[src/rtl/cdq_pkg.sv]
// ----------------------------------------------------------------------------
// cdq_pkg
// Shared constants, operation and status codes, and index helpers for the
// circular double-ended queue.
// ----------------------------------------------------------------------------
package cdq_pkg;

    // number of slots in the circular store
    localparam int unsigned DEPTH = 8;
    localparam int unsigned IDX_W = (DEPTH > 1) ? $clog2(DEPTH) : 1;
    localparam int unsigned DATA_W = 32;

    typedef logic [IDX_W-1:0] idx_t;

    // operation codes carried by an input transfer
    typedef enum logic [1:0] {
        KIND_PUSH_FRONT = 2'd0,
        KIND_PUSH_REAR  = 2'd1,
        KIND_POP_FRONT  = 2'd2,
        KIND_POP_REAR   = 2'd3
    } kind_t;

    // result status codes
    typedef enum logic [1:0] {
        ST_DONE  = 2'd0,
        ST_FULL  = 2'd1,
        ST_EMPTY = 2'd2
    } status_t;

    localparam idx_t IDX_LAST = idx_t'(DEPTH - 1);

    // index plus one, modulo DEPTH
    function automatic idx_t wrap_inc(input idx_t i);
        return (i == IDX_LAST) ? '0 : idx_t'(i + 1'b1);
    endfunction

    // index minus one, modulo DEPTH
    function automatic idx_t wrap_dec(input idx_t i);
        return (i == '0) ? IDX_LAST : idx_t'(i - 1'b1);
    endfunction

endpackage

[src/rtl/circular_deque.sv]
// ----------------------------------------------------------------------------
// circular_deque
// Double-ended queue over a circular slot RAM: push/pop at front or rear,
// with full and empty rejection status.
// ----------------------------------------------------------------------------
// Pipeline: the input transfer registers the slot RAM read and the read stage,
// then the output register raises m_valid. Throughput: one operation per
// cycle while m_ready is high; a stalled result holds the read stage and
// drops s_ready.
// Reset: indices clear to zero, the deque reads empty, pipeline and output
// valids clear; slot contents are left as they are.
module circular_deque (
    input  logic               aclk,
    input  logic               aresetn,
    input  logic               s_valid,
    output logic               s_ready,
    input  logic [1:0]         s_kind,
    input  logic signed [31:0] s_push_value,
    output logic               m_valid,
    input  logic               m_ready,
    output logic signed [31:0] m_pop_value,
    output logic [1:0]         m_status
);

    cdq_pkg::idx_t    head_reg, head_next;
    cdq_pkg::idx_t    tail_reg, tail_next;
    logic             empty_reg, empty_next;

    logic             p1_valid_reg;
    logic             p1_pop_ok_reg;
    cdq_pkg::status_t p1_status_reg;
    cdq_pkg::status_t status_next;
    logic             pop_ok_next;

    logic             m_valid_reg;
    logic [31:0]      m_pop_value_reg;
    cdq_pkg::status_t m_status_reg;

    logic             accept;
    logic             p1_advance;
    logic             full;
    logic             ram_en;
    logic             ram_we;
    cdq_pkg::idx_t    ram_addr;
    logic [31:0]      ram_rdata;
    cdq_pkg::kind_t   kind;

    assign kind       = cdq_pkg::kind_t'(s_kind);
    assign p1_advance = !m_valid_reg || m_ready;
    assign s_ready    = !p1_valid_reg || p1_advance;
    assign accept     = s_valid && s_ready;
    assign full       = !empty_reg && (head_reg == cdq_pkg::wrap_inc(tail_reg));

    // index update, status and slot access for the accepted operation
    always_comb begin
        head_next   = head_reg;
        tail_next   = tail_reg;
        empty_next  = empty_reg;
        status_next = cdq_pkg::ST_DONE;
        pop_ok_next = 1'b0;
        ram_en      = 1'b0;
        ram_we      = 1'b0;
        ram_addr    = '0;
        if (accept) begin
            case (kind)
                cdq_pkg::KIND_PUSH_FRONT, cdq_pkg::KIND_PUSH_REAR: begin
                    if (full) begin
                        status_next = cdq_pkg::ST_FULL;
                    end else if (empty_reg) begin
                        head_next  = '0;
                        tail_next  = '0;
                        empty_next = 1'b0;
                        ram_en     = 1'b1;
                        ram_we     = 1'b1;
                        ram_addr   = '0;
                    end else if (kind == cdq_pkg::KIND_PUSH_FRONT) begin
                        head_next = cdq_pkg::wrap_dec(head_reg);
                        ram_en    = 1'b1;
                        ram_we    = 1'b1;
                        ram_addr  = cdq_pkg::wrap_dec(head_reg);
                    end else begin
                        tail_next = cdq_pkg::wrap_inc(tail_reg);
                        ram_en    = 1'b1;
                        ram_we    = 1'b1;
                        ram_addr  = cdq_pkg::wrap_inc(tail_reg);
                    end
                end
                cdq_pkg::KIND_POP_FRONT, cdq_pkg::KIND_POP_REAR: begin
                    if (empty_reg) begin
                        status_next = cdq_pkg::ST_EMPTY;
                    end else begin
                        pop_ok_next = 1'b1;
                        ram_en      = 1'b1;
                        ram_addr    = (kind == cdq_pkg::KIND_POP_FRONT) ? head_reg
                                                                        : tail_reg;
                        if (head_reg == tail_reg) begin
                            empty_next = 1'b1;
                            head_next  = '0;
                            tail_next  = '0;
                        end else if (kind == cdq_pkg::KIND_POP_FRONT) begin
                            head_next = cdq_pkg::wrap_inc(head_reg);
                        end else begin
                            tail_next = cdq_pkg::wrap_dec(tail_reg);
                        end
                    end
                end
                default: begin
                    status_next = cdq_pkg::ST_DONE;
                end
            endcase
        end
    end

    // slot store
    cdq_ram #(
        .WIDTH(cdq_pkg::DATA_W),
        .DEPTH(cdq_pkg::DEPTH)
    ) u_slots (
        .aclk (aclk),
        .en   (ram_en),
        .we   (ram_we),
        .addr (ram_addr),
        .wdata(s_push_value),
        .rdata(ram_rdata)
    );

    // deque indices and empty flag
    always_ff @(posedge aclk) begin
        if (!aresetn) begin
            head_reg  <= '0;
            tail_reg  <= '0;
            empty_reg <= 1'b1;
        end else begin
            head_reg  <= head_next;
            tail_reg  <= tail_next;
            empty_reg <= empty_next;
        end
    end

    // read stage: waits for the RAM data of a pop
    always_ff @(posedge aclk) begin
        if (!aresetn) begin
            p1_valid_reg <= 1'b0;
        end else if (accept) begin
            p1_valid_reg <= 1'b1;
        end else if (p1_advance) begin
            p1_valid_reg <= 1'b0;
        end
    end

    always_ff @(posedge aclk) begin
        if (accept) begin
            p1_pop_ok_reg <= pop_ok_next;
            p1_status_reg <= status_next;
        end
    end

    // output register
    always_ff @(posedge aclk) begin
        if (!aresetn) begin
            m_valid_reg <= 1'b0;
        end else if (p1_advance) begin
            m_valid_reg <= p1_valid_reg;
        end
    end

    always_ff @(posedge aclk) begin
        if (p1_advance && p1_valid_reg) begin
            m_pop_value_reg <= p1_pop_ok_reg ? ram_rdata : '0;
            m_status_reg    <= p1_status_reg;
        end
    end

    assign m_valid     = m_valid_reg;
    assign m_pop_value = signed'(m_pop_value_reg);
    assign m_status    = m_status_reg;

    // empty deque always parks both indices at zero
    a_empty_idx: assert property (@(posedge aclk) disable iff (!aresetn)
        empty_reg |-> (head_reg == '0) && (tail_reg == '0))
        else $error("empty deque with nonzero index");

    // a rejected push leaves the indices alone
    a_full_hold: assert property (@(posedge aclk) disable iff (!aresetn)
        (accept && full && (kind == cdq_pkg::KIND_PUSH_FRONT
                            || kind == cdq_pkg::KIND_PUSH_REAR))
        |=> $stable(head_reg) && $stable(tail_reg) && !empty_reg)
        else $error("push on full deque moved an index");

    // a pop of an empty deque reports empty status
    a_empty_pop: assert property (@(posedge aclk) disable iff (!aresetn)
        (accept && empty_reg && (kind == cdq_pkg::KIND_POP_FRONT
                                 || kind == cdq_pkg::KIND_POP_REAR))
        |=> p1_status_reg == cdq_pkg::ST_EMPTY && !p1_pop_ok_reg)
        else $error("pop on empty deque not reported");

    // pop read data holds while the read stage is stalled
    a_rdata_hold: assert property (@(posedge aclk) disable iff (!aresetn)
        (p1_valid_reg && p1_pop_ok_reg && !p1_advance) |=> $stable(ram_rdata))
        else $error("slot read data changed under a stalled result");

endmodule

[src/rtl/cdq_ram.sv]
// ----------------------------------------------------------------------------
// cdq_ram
// Generic single-port synchronous RAM with a registered read port.
// ----------------------------------------------------------------------------
module cdq_ram #(
    parameter int unsigned WIDTH = 32,
    parameter int unsigned DEPTH = 8
) (
    input  logic                                    aclk,
    input  logic                                    en,
    input  logic                                    we,
    input  logic [((DEPTH > 1) ? $clog2(DEPTH) : 1)-1:0] addr,
    input  logic [WIDTH-1:0]                        wdata,
    output logic [WIDTH-1:0]                        rdata
);

    logic [WIDTH-1:0] mem [DEPTH];
    logic [WIDTH-1:0] rdata_reg;

    // write or registered read, one access a cycle
    always_ff @(posedge aclk) begin
        if (en) begin
            if (we) begin
                mem[addr] <= wdata;
            end else begin
                rdata_reg <= mem[addr];
            end
        end
    end

    assign rdata = rdata_reg;

endmodule

[config.mk]
export PLATFORM = sky130hd
export DESIGN_NAME = circular_deque
export DESIGN_NICKNAME = d
export VERILOG_FILES = /design/src/rtl/cdq_pkg.sv /design/src/rtl/circular_deque.sv /design/src/rtl/cdq_ram.sv
export SDC_FILE = /design/constraint.sdc
export NUM_CORES = 1
export LEC_CHECK = 0
export ABC_AREA = 1
export BUFFER_PORTS_ARGS = -buffer_cell sky130_fd_sc_hd__buf_2
export CELL_PAD_IN_SITES_DETAIL_PLACEMENT = 1
export CELL_PAD_IN_SITES_GLOBAL_PLACEMENT = 1
export CORE_MARGIN = 2
export CORE_UTILIZATION = 25
export CTS_CLUSTER_DIAMETER = 100
export DETAILED_ROUTE_END_ITERATION = 8
export PLACE_DENSITY_LB_ADDON = 0.1
export SLEW_MARGIN = 20
export SYNTH_ARGS = -nofsm -noshare
export SYNTH_HDL_FRONTEND = slang
export SYNTH_SLANG_ARGS = --single-unit
[constraint.sdc]
create_clock -name aclk -period 11.5 [get_ports aclk]
set_input_delay 0.575 -clock aclk [delete_from_list [all_inputs] [get_ports aclk]]
set_output_delay 0.575 -clock aclk [all_outputs]
set_load 0.1 [all_outputs]
* After elaboration in Yosys (flattened, before gate mapping)
Memory sizes are Yosys's and may differ from the RTL's. A register that Yosys moved wholly into a read port is not among the register bits.
Cells that the tools add are included.
Widths: inputs -> output; s select.
** Storage, ports and cells
- Word-level logic and storage cells :: 89
- Input port bits :: 38
- Memories kept :: 1
- Output and inout port bits :: 36
- ROM bits :: 0
- Latch bits :: 0
- Flip-flop bits (word level) :: 46
- Memory bits (writable) :: 256
** Memory list
- u_slots.mem :: depth 8, bits a word 32, rd ports 1, clocked after Yosys merged registers in 1, wr ports 1, line cdq_ram.sv:17 : logic [WIDTH-1:0] mem [DEPTH];
** Cells by class
- Reduce and logical (&&, ||, !) cells :: 18
- Muxes and demuxes :: 43
- $add $sub $neg :: 4
- Bitwise gates (word level) :: 1
- Multipliers :: 0
- Divide/modulo/power cells :: 0
- Shift operators :: 0
- Magnitude comparators :: 0
- Eq/ne operators :: 13
** Operators with widths (count)
- $mux 3 :: 22
- $pmux 3 s2 :: 3
- $mux 1 :: 14
- $ne 3x3->1 const B :: 4
- $reduce_and 5->1 :: 2
- $add 3x1->3 const B :: 2
- $eq 3x3->1 :: 2
- $eq 3x3->1 const B :: 2
- $logic_not 3->1 :: 2
- $sub 3x1->3 const B :: 2
- $eq 2x2->1 const B :: 2
- $ne 2x2->1 const B :: 2
- $pmux 1 s2 :: 2
- $pmux 2 s2 :: 1
- $reduce_and 2->1 :: 2
- $reduce_or 2->1 :: 2
- $logic_and 1x1->1 :: 3
- $logic_not 1->1 :: 3
- $eq 2x1->1 const B :: 1
- $logic_not 2->1 :: 1
- $logic_or 1x1->1 :: 2
- $mux 2 :: 1
- $reduce_bool 2->1 :: 1
- $not 1->1 :: 1

* Depth between registers and ports, before layout
Gate-level depths: netlist (run 1).
- Depth in word-level cells :: 10
- Depth in mapped cells :: 20
- Depth with buffers taken out :: 18

* Cells and area by module
Synthesis (run 1) repeated with hierarchy kept, for this count alone.
** Unflattened totals
- Cells, all modules :: 1278
- Area total of the unflattened synthesis :: 13892.1 um2
** By module, submodules not included
- cdq_ram :: area each 11574.9 um2, times used 1, sequential area each 8648.3 um2, cells each 1022
- circular_deque :: area each 2317.2 um2, times used 1, sequential area each 1291.2 um2, cells each 256

* Least setup slack after synthesis (run 1)
OpenSTA, ideal clock, no wires.
- Kind :: register -> register
- Start point :: reg m_valid_reg (netlist: m_valid)
- End point :: mem u_slots.mem[0][0] (enable)
- Arrival :: 4.460 ns
- Setup slack :: 6.619 ns
- Buffers on the path :: 1
- Setup time :: 0.421 ns
- Required time :: 11.079 ns
- Period minus slack after synthesis :: 4.881 ns
- Cell stages (with the launch flop) :: 10
- Path through :: dfxtp_1 -> nand3_2 -> nand2_1 -> nor2_4 -> o221ai_1 -> nand2_2 -> nor2_4 -> buf_2 -> inv_1 -> nor2_1
** Between the ends
- Word-level cells in the longest chain between the ends :: 8
- Elaborated cells between the ends (all ways) :: 10
- Those cells by class :: mux (6); reduce/logical (4)
** Ends and longest elaborated chain
- from (decl) :: line circular_deque.sv:35 : logic m_valid_reg;
- from (signal assigned) :: line circular_deque.sv:163 : m_valid_reg <= p1_valid_reg;
- $logic_not 1->1 (*) :: line circular_deque.sv:49 : assign p1_advance = !m_valid_reg || m_ready;
- $logic_or 1x1->1 (*) :: line circular_deque.sv:49
- $logic_or 1x1->1 (*) :: line circular_deque.sv:50 : assign s_ready = !p1_valid_reg || p1_advance;
- named net s_ready :: line circular_deque.sv:16 : output logic s_ready,
- $logic_and 1x1->1 (*) :: line circular_deque.sv:51 : assign accept = s_valid && s_ready;
- $mux 1 :: line circular_deque.sv:64 : if (accept) begin
- $mux 1 :: line cdq_ram.sv:23 : if (we) begin
- $mux 1 :: line cdq_ram.sv:22 : if (en) begin
- $mux 1 (implied by the code) :: line cdq_ram.sv:24 : mem[addr] <= wdata;
- to (decl) :: line cdq_ram.sv:17
The timed path passes the listed nets; every way through them passes the cells marked *.

* Worst setup path in the final report (run 1)
- Start point :: reg m_valid_reg (netlist: m_valid)
- End point :: mem u_slots.mem[2][6] (enable)
** Between the ends
- Word-level cells in the longest chain between the ends :: 8
- Elaborated cells between the ends (all ways) :: 10
- Those cells by class :: mux (6); reduce/logical (4)
** Ends and longest elaborated chain (line)
- $logic_not 1->1 (*) :: circular_deque.sv:49
- $logic_or 1x1->1 (*) :: circular_deque.sv:49
- $logic_or 1x1->1 (*) :: circular_deque.sv:50
- $logic_and 1x1->1 (*) :: circular_deque.sv:51
- $mux 1 :: circular_deque.sv:64
- $mux 1 :: cdq_ram.sv:23
- $mux 1 :: cdq_ram.sv:22
- $mux 1 (implied by the code) :: cdq_ram.sv:24
Mark *: on every way between the ends. The rest lies on a longest branch, timed or not.

==> results of run 1 <==
[metrics by stage]
stage	worst slack [ns]	util, %
3_3_place_gp	6.87	27.4
6_report	7.63	29.8
3_5_place_dp	6.81	27.5
5_1_grt	7.17	29.8
4_1_cts	7.18	29.6
2_1_floorplan	6.62	-
[Yosys cell counts, drive strengths merged]
cell type / number / share of area (%)
nand3: 137 / 5.0
dfxtp: 9 / 1.3
ha: 8 / 0.71
xnor2: 3 / 0.19
nor3: 2 / 0.071
nand4: 2 / 0.089
a31oi: 1 / 0.045
o22ai: 2 / 0.089
or2: 1 / 0.045
nor2: 26 / 1.1
inv: 126 / 3.4
o221ai: 1 / 0.062
o21ai: 11 / 0.39
a21oi: 14 / 0.50
buf: 49 / 2.4
edfxtp: 325 / 69
nand2: 546 / 15
clkbuf: 9 / 0.24
a21boi: 1 / 0.053
o211ai: 2 / 0.11
[power groups by stage]
stage / registers [mW] / clock network, mW / logic (mW)
after global routing: 1.38 / 1.29 / 0.250
after floorplan: 1.44 / 0 / 0.115
after detailed placement: 1.40 / 0 / 0.227
after CTS: 1.37 / 1.24 / 0.228
after global placement: 1.40 / 0 / 0.225
final: 1.37 / 1.19 / 0.221
[routing by layer]
metal  part of all wire, %  vias up  track usage, %
li1                      -     4353               -
met4                   2.2        0            3.78
met5                     0        -               0
met3                   3.6       49            2.44
met1                    47     4369            17.3
met2                    48      119            22.2
[cells in the final DEF (no fill, tap or decap), types with 6 or more instances in the layout]
master,count
a21oi_1,13
nand3_1,134
nand2_1,537
buf_2,73
inv_1,115
nor2_1,9
edfxtp_1,325
inv_2,9
clkbuf_16,41
clkbuf_1,6
o21ai_0,10
clkinv_2,8
ha_1,8
dfxtp_1,9
nor2_4,14
buf_4,12
clkinv_1,13
[cells by family after synthesis]
group / after synthesis / synth area share, %
buf+inv: 184 / 5.99
fa+ha+maj: 8 / 0.713
simple gates: 714 / 21.1
xor+xnor: 3 / 0.187
flops: 334 / 70.8
compound gates: 32 / 1.25
[layout make-up]
| cell class | instances | share of cell area (%) |
|---|---|---|
| clock buffer | 47 | 6.37 |
| clock inverter | 24 | 0.950 |
| inverter | 126 | 2.90 |
| multi-input combinational | 757 | 20.4 |
| sequential | 334 | 60.4 |
| tap | 748 | 5.68 |
| timing repair buffer | 89 | 3.39 |
[worst max-delay path, cell delays in order, from the launching register on]
cell and delay [ns]:
dfxtp_1 0.36, nand3_2 0.10, nand2_1 0.21, nor2_4 0.14, buf_4 0.47, o221ai_1 0.25
nand2_2 0.21, inv_2 0.06, nor2_4 0.69, inv_1 0.26, nor2_4 0.56, buf_16 0.23
[how the worst max path moves through the flow]
| stage | slack, ns | end | cells past startpoint |
|---|---|---|---|
| 3_5_place_dp | 6.81 | u_slots.mem[3][8] | 12 |
| 4_1_cts | 7.18 | u_slots.mem[3][19] | 10 |
| 2_1_floorplan | 6.62 | u_slots.mem[0][0] | 9 |
| 6_report | 7.63 | u_slots.mem[2][6] | 11 |
| 5_1_grt | 7.17 | u_slots.mem[2][6] | 11 |
| 3_3_place_gp | 6.87 | u_slots.mem[4][10] | 12 |
==> metrics.yaml, run 1 <==
power.total_mw: 2.79
hold_end: "empty_reg"
final-instance-count-excl-fill: 2125
cap_violations: 0
start_kind: "flop"
viasPerCell: 4.18
maxSlewHeadroom_pct: 32.1
leakage_nw: 6.67
grt_overflow_total: 0
r2r-start: "m_valid"
tightest_slew_ns: 1.02
ctsResizeCount: 0
clockRootBuffer: "clkbuf_16"
r2r-end: "u_slots.mem[2][6]"
reg2reg_depth: 11
yosysWarnings: 0
antennaDiodeCount: 0
synth.avg_cell_area_sq_um: 11.0
finalCritPeriodShare_pct: 33.6
firstDrtPassIters: 4
final_cell_area_sq_mm: 0.0165
largest_register_ffs: 256
port_buffers: 73
setup_violations: 0
final_layout_size_suffix_gt1_share_pct: 13.3
ant_nets: 0
setup.worst_path.start: "m_valid"
netlist_area_sq_mm: 0.0140
fmax_mhz: 259
track_usage_pct: 13.2
coreArea_sq_mm: 0.0553
regArea_sq_mm: 0.00994
clkTransAtPathRegs_ns: 0.06
initial_utilization_pct: 25.4
drc: 0
nFillCells: 6200
period_minus_slack_ns: 3.87
dr_total_vias: 8890
status: "complete, no violations"
r2r_slack_ns: 7.63
rsz0062_at_grt: "no"
ys_ff_latch: 334
ctsHoldBuffers: 0
grt_pass1_wl_mm: 57.1
cts_buffer_depth: 3
rows: 86
cts_tree: "done"
dieArea_sq_mm: 0.0581
pwr-share-clk_pct: 42.8
grt_antenna_before_repair: 0
worst_clock_skew_ns: 0.00872
syn_to_final_growth_pct: 17.2
drtIter0Drc: 408
p_per_area_mw_per_mm2: 169
end_kind: "flop"
min_path_cells: 2
hold_class: "in2reg"
ir_drop_v: 0.0000912
nets: 1394
wl_per_cell_microns: 17.5
clkLatencyLatePin_ns: 0.55
switchingPower_mw: 0.685
place_hpwl_mm: 21.3
critPathMaxFanout: 34
dpl_cell_area_sq_mm: 0.0152
worstHoldStart: "aresetn"
cts_max_level: 2
grt_pass1_vias: 9417
pwr-share-comb_pct: 7.9
clock-sinks: 334
slew_violations: 0
drt-total-wl_mm: 37.2
synth_fp_nets: 1321
internal-power_mw: 2.10
required_ns: 11.76
fp.dieH_microns: 241
placed_cells: 2051
whs_ns: 0.289
postCtsSetupRepairBufs: 0
synth_cell_type_count: 32
yosysSeqAreaShare_pct: 70.8
p_sw_share_pct: 24.6
p_seq_share_pct: 49.3
setup_tns_ns: 0
cts_inserted_buffers: 40
multi_input_area_sq_mm: 0.00335
io_pins: 74
final_hold_viol_count: 0
die_x_microns: 241
crit_type: "reg2reg"
grt_max_degree: 129
synthCells: 1275
crit_arrival_ns: 4.12
gp_congestion: 0.711
Power figures use the tool's default switching activity.
==> run 2: changes to the inputs <==
--- a/config.mk
+++ b/config.mk
@@ -5,7 +5,7 @@
 export SDC_FILE = /design/constraint.sdc
 export NUM_CORES = 1
 export LEC_CHECK = 0
-export ABC_AREA = 1
+export ABC_AREA = 0
 export BUFFER_PORTS_ARGS = -buffer_cell sky130_fd_sc_hd__buf_2
 export CELL_PAD_IN_SITES_DETAIL_PLACEMENT = 1
 export CELL_PAD_IN_SITES_GLOBAL_PLACEMENT = 1
==> constraint.sdc (replaced) <==
create_clock -name aclk -period 3.45 [get_ports aclk]
set_input_delay 0.1725 -clock aclk [delete_from_list [all_inputs] [get_ports aclk]]
set_output_delay 0.1725 -clock aclk [all_outputs]
set_load 0.1 [all_outputs]
==> metrics.yaml, run 2 <==
status: "complete, no violations"
synth_edf_count: 325
nets: 1112
firstDrtPassIters: 4
grt_pass1_vias: 9031
synth_cell_type_count: 46
cpLargestDelayFamily: "compound AO/OA/AOI/OAI gates"
gp_congestion: 0.689
synth_top_area_cell: "edfxtp_1"
place_hpwl_mm: 23.2
synth.most_common_cell: "edfxtp_1"
dr_total_vias: 8352
postCtsSetupRepairBufs: 0
largest_register_ffs: 256
worst_clock_skew_ns: 0.0164
netlist_area_sq_mm: 0.0135
ant_nets: 0
path_buf_inv: 2
synth_fp_nets: 985
start_kind: "flop"
die_x_microns: 236
initial_utilization_pct: 25.2
async_flop_share_pct: 0
cap_violations: 0
p_sw_share_pct: 25.2
dieArea_sq_mm: 0.0558
cts_max_level: 2
grt_overflow_total: 0
period_minus_slack_ns: 3.19
synth.avg_cell_area_sq_um: 14.3
critPathMaxFanout: 45
track_usage_pct: 14.4
drt-total-wl_mm: 39.7
cts_buffer_depth: 3
synthCells: 939
final_layout_size_suffix_gt1_share_pct: 18.2
hold_class: "in2reg"
cts_tree: "done"
synth_area_leaders: "edfxtp_1 72%, nand2_1 3.8%, a31oi_1 3.0%"
crit_arrival_ns: 3.52
pwr-share-clk_pct: 41.0
yosysSeqAreaShare_pct: 73.8
clock-sinks: 334
final_cell_mix: "325 x edfxtp_1, 135 x nand2_1, 73 x buf_2, 68 x o21ai_0"
end_kind: "flop"
rsz0062_at_grt: "no"
drtIter0Drc: 367
p_per_area_mw_per_mm2: 567
maxSlewHeadroom_pct: 60.0
setup_violations: 0
internal-power_mw: 7.03
whs_ns: 0.0809
wl_per_cell_microns: 22.2
yosysWarnings: 0
cts_inserted_buffers: 40
crit_chain: "inv_1 > ha_1 > and2b_1 > o2111ai_2 > a211oi_4 > o21a_4 > buf_12 > nand2_1 > and3_1 > o31ai_1"
layout_commonest_cell: "edfxtp_1"
rows: 85
coreArea_sq_mm: 0.0535
cp_slowest_cell: "dfxtp_1"
pwr-share-comb_pct: 10.4
clockRootBuffer: "clkbuf_16"
port_buffers: 73
yosysTopAreaCellShare_pct: 72.5
p_seq_share_pct: 48.6
synth_common_cells: "325 x edfxtp_1, 138 x nand2_1, 68 x o21ai_0, 65 x a31oi_1, 65 x and3_1"
switchingPower_mw: 2.36
grt_max_degree: 69
slew_violations: 0
fin_util_pct: 31.0
crit_type: "reg2reg"
ys_ff_latch: 334
leakage_nw: 5.71
clkTransAtPathRegs_ns: 0.05
tightest_slew_ns: 0.599
nFillCells: 5640
finalCritPeriodShare_pct: 92.5
setup.worst_path.start: "tail_reg[0]"
worstHoldStart: "s_kind[1]"
synth_flop_cell: "edfxtp_1"
drc: 0
r2r-start: "tail_reg[0]"
viasPerCell: 4.68
final_hold_viol_count: 0
fp.dieH_microns: 236
grt_antenna_before_repair: 0
grt_pass1_wl_mm: 60.0
ir_drop_v: 0.000320
antennaDiodeCount: 0
io_pins: 74
required_ns: 3.78
fmax_mhz: 313
max_stage_delay_ns: 0.46
syn_to_final_growth_pct: 23.1
clkLatencyLatePin_ns: 0.56
[run 2: worst reg2reg max path, stage by stage, from the launching register on]
cell       delay [ns]
dfxtp_1          0.46
inv_1            0.11
ha_1             0.37
and2b_1          0.20
o2111ai_2        0.17
a211oi_4         0.42
o21a_4           0.33
buf_12           0.27
nand2_1          0.10
and3_1           0.18
o31ai_1          0.36
[run 2: area by class of cell]
| type | count | area [sq um] | area share (%) |
|---|---|---|---|
| flip-flops and latches | 334 | 9940 | 60.0 |
| multi-input cells | 525 | 3290 | 19.9 |
| repair buffers | 155 | 1270 | 7.68 |
| clock buffers | 48 | 1070 | 6.48 |
| well taps | 696 | 871 | 5.25 |
| clock inverters | 18 | 86.3 | 0.521 |
| inverters | 10 | 37.5 | 0.226 |
[run 2: layer usage]
metal	GRT usage [%]	vias to the layer above	share of wire, %
met4	3.78	0	2.0
met1	19.0	4305	46
li1	-	3864	-
met2	24.3	133	48
met3	2.88	50	4.0
met5	0	-	0
[run 2: power by group through the flow]
stage	Combinational [mW]	Sequential (mW)	Clock, mW
after floorplan	0.516	4.77	0
after global placement	0.971	4.66	0
after detailed placement	0.968	4.66	0
after CTS	1.00	4.57	4.00
after global routing	1.08	4.58	4.13
final	0.974	4.57	3.85
[run 2: stage by stage]
stage | cell area, sq um | power [mW] | setup TNS, ns | worst slack, ns | std cells
global route | 16600 | 9.78 | 0 | 0.00541 | 1786
finish | 16600 | 9.40 | 0 | 0.259 | 1786
global placement | 15100 | 5.63 | 0 | 0.284 | 1685
detailed placement | 15100 | 5.62 | 0 | 0.275 | 1685
CTS | 16600 | 9.57 | 0 | 0.239 | 1786
floorplan | 13700 | 5.29 | -16.76 | -0.133 | 939
[run 2: worst paths after layout]
kind	end	slack (ns)	depth (start not counted)
worst min register to register	m_status[0]	0.42	0
worst max register to register	u_slots.rdata[8]	0.26	10
worst min-delay path	empty_reg	0.08	3
worst max-delay path	u_slots.rdata[8]	0.26	10
[run 2: cell families after synthesis]
kind of cell	count (synthesis)	synth area share (%)
XOR/XNOR	5	0.325
multiplexers	4	0.307
buffers and inverters	80	3.00
AO/OA/AOI/OAI	232	12.0
flip-flops	334	73.8
AND/OR/NAND/NOR	276	9.86
adder cells (fa/ha/maj)	8	0.743
[run 2: repair_timing]
action / in CTS / in global routing
endpoints found under the hold margin: 260 / 0
hold buffers: 35 / 0
endpoints found under the setup margin: 0 / 1
resized for setup: 0 / 1
==> run 3: changes to the inputs <==
==> constraint.sdc (replaced) <==
create_clock -name aclk -period 3 [get_ports aclk]
set_input_delay 0.15 -clock aclk [delete_from_list [all_inputs] [get_ports aclk]]
set_output_delay 0.15 -clock aclk [all_outputs]
set_load 0.1 [all_outputs]
==> metrics.yaml, run 3 (same netlist as run 2, synthesis figures left out) <==
status: "complete, no violations"
reg2reg_depth: 11
final_layout_size_suffix_gt1_share_pct: 23.1
crit_chain: "ha_2 > ha_4 > and2b_2 > o2111ai_4 > a211oi_4 > o21a_4 > buf_12 > buf_12 > o21ai_0 > a221o_1 > o31ai_1"
cts_tree: "done"
cp_num_cells: 11
worst_clock_skew_ns: 0.0124
clock-sinks: 334
slew_violations: 0
r2r-end: "u_slots.rdata[15]"
grt_antenna_before_repair: 0
drtIter0Drc: 376
fp.dieH_microns: 236
crit_arrival_ns: 3.21
max_stage_delay_ns: 0.43
cap_violations: 0
tightest_slew_ns: 0.705
place_hpwl_mm: 23.6
finalCritPeriodShare_pct: 94.9
hold_end: "empty_reg"
port_buffers: 73
use_met3_pct: 2.25
r2r_slack_ns: 0.15
min_path_cells: 3
period_minus_slack_ns: 2.85
viasPerCell: 4.66
globalRouteMet2Util_pct: 24.3
ant_nets: 0
fmax_mhz: 351
grt_overflow_total: 0
grt_pass1_vias: 9120
dieArea_sq_mm: 0.0558
grt.busiest_layer: "met2"
maxSlewHeadroom_pct: 52.9
die_x_microns: 236
required_ns: 3.36
grt_max_degree: 67
cp_slowest_cell: "a211oi_4"
multi_input_area_sq_mm: 0.00336
use_met1_pct: 18.7
largest_register_ffs: 256
gp_congestion: 0.719
final_cell_mix: "325 x edfxtp_1, 135 x nand2_1, 73 x buf_2, 67 x o21ai_0"
layout_commonest_cell: "edfxtp_1"
r2r-start: "tail_reg[0]"
end_kind: "flop"
cpLargestDelayFamily: "compound AO/OA/AOI/OAI gates"
clkTransAtPathRegs_ns: 0.06
io_pins: 74
start_kind: "flop"
nFillCells: 5561
clockRootBuffer: "clkbuf_16"
regArea_sq_mm: 0.00995
hold_class: "in2reg"
drt-total-wl_mm: 40.4
path_buf_inv: 2
setup_violations: 0
leakage_nw: 6.15
firstDrtPassIters: 4
crit_top_cell: "buf_12"
drc: 0
dr_total_vias: 8585
setup_tns_ns: 0
nets: 1160
clkLatencyLatePin_ns: 0.56
crit_type: "reg2reg"
final_hold_viol_count: 0
coreArea_sq_mm: 0.0535
wl_per_cell_microns: 22.0
initial_utilization_pct: 25.2
antennaDiodeCount: 0
p_per_area_mw_per_mm2: 659
whs_ns: 0.0505
cts_inserted_buffers: 41
ir_drop_v: 0.000384
grt_pass1_wl_mm: 59.7
rows: 85
worstHoldStart: "s_kind[1]"
syn_to_final_growth_pct: 30.1
cts_max_level: 2
cts_buffer_depth: 3
track_usage_pct: 14.3
critPathMaxFanout: 9
-- run 3: cell types whose count changed in the layout (fill, tap and decap cells not counted), sizes merged --
cell	change
buf	+40
bufinv	+5
clkbuf	+7
clkinv	+1
clkinvlp	+1
dlygate4sd3	+1
-- run 3: metrics by stage --
stage                     worst slack [ns]  power [mW]  instances  util [%]  area, sq um
final                                0.153        11.6       1841      32.8        17500
after global routing               -0.0104        12.0       1841      32.8        17500
after CTS                         0.000893        11.7       1822      32.1        17200
after detailed placement            -0.109        6.56       1711      28.9        15500
after global placement             -0.0720        6.56       1711      28.9        15500
after floorplan                     -0.557        6.08        939         -        13600
-- run 3: area by class of cell --
type	count	area share, %
Clock buffer	49	6.15
Multi-Input combinational cell	525	19.2
Sequential cell	334	56.7
Tap cell	696	4.97
Inverter	10	0.214
Timing Repair Buffer	202	11.3
Clock inverter	25	1.46
-- run 3: timing repair --
action / CTS / global route
setup buffers: 1 / 13
gates cloned: 0 / 6
resized for setup: 6 / 18
hold endpoints to repair: 261 / 0
pin swaps: 2 / 7
hold buffers: 36 / 0
endpoints found under the setup margin: 182 / 288
-- run 3: layer usage --
metal,vias up,share of wire (%)
met3,53,3.4
met4,0,2.3
met2,135,49
met1,4410,46
li1,3987,-
met5,-,0
-- run 3: worst max-delay path by stage --
stage,startpoint,to,slack (ns)
detailed placement,tail_reg[0],u_slots.mem[0][16],-0.11
floorplan,m_valid,u_slots.mem[4][0],-0.56
global route,tail_reg[0],u_slots.rdata[15],-0.01
finish,tail_reg[0],u_slots.rdata[15],0.15
global placement,tail_reg[0],u_slots.rdata[9],-0.07
CTS,tail_reg[0],u_slots.rdata[9],0.0009
-- run 3: worst reg2reg max path, delay by kind of cell, from the launching register on --
kind | cells | cell delay [ns]
flip-flops | 1 | 0.33
buffers and inverters | 2 | 0.30
adder cells (fa/ha/maj) | 2 | 0.36
AO/OA/AOI/OAI | 6 | 1.41
AND/OR/NAND/NOR | 1 | 0.24
-- run 3: report_power, final --
group          switching [mW]  internal, mW
Combinational           0.825         0.501
Sequential             0.0370          5.22
Clock                    1.99          2.99
Total                    2.85          8.71
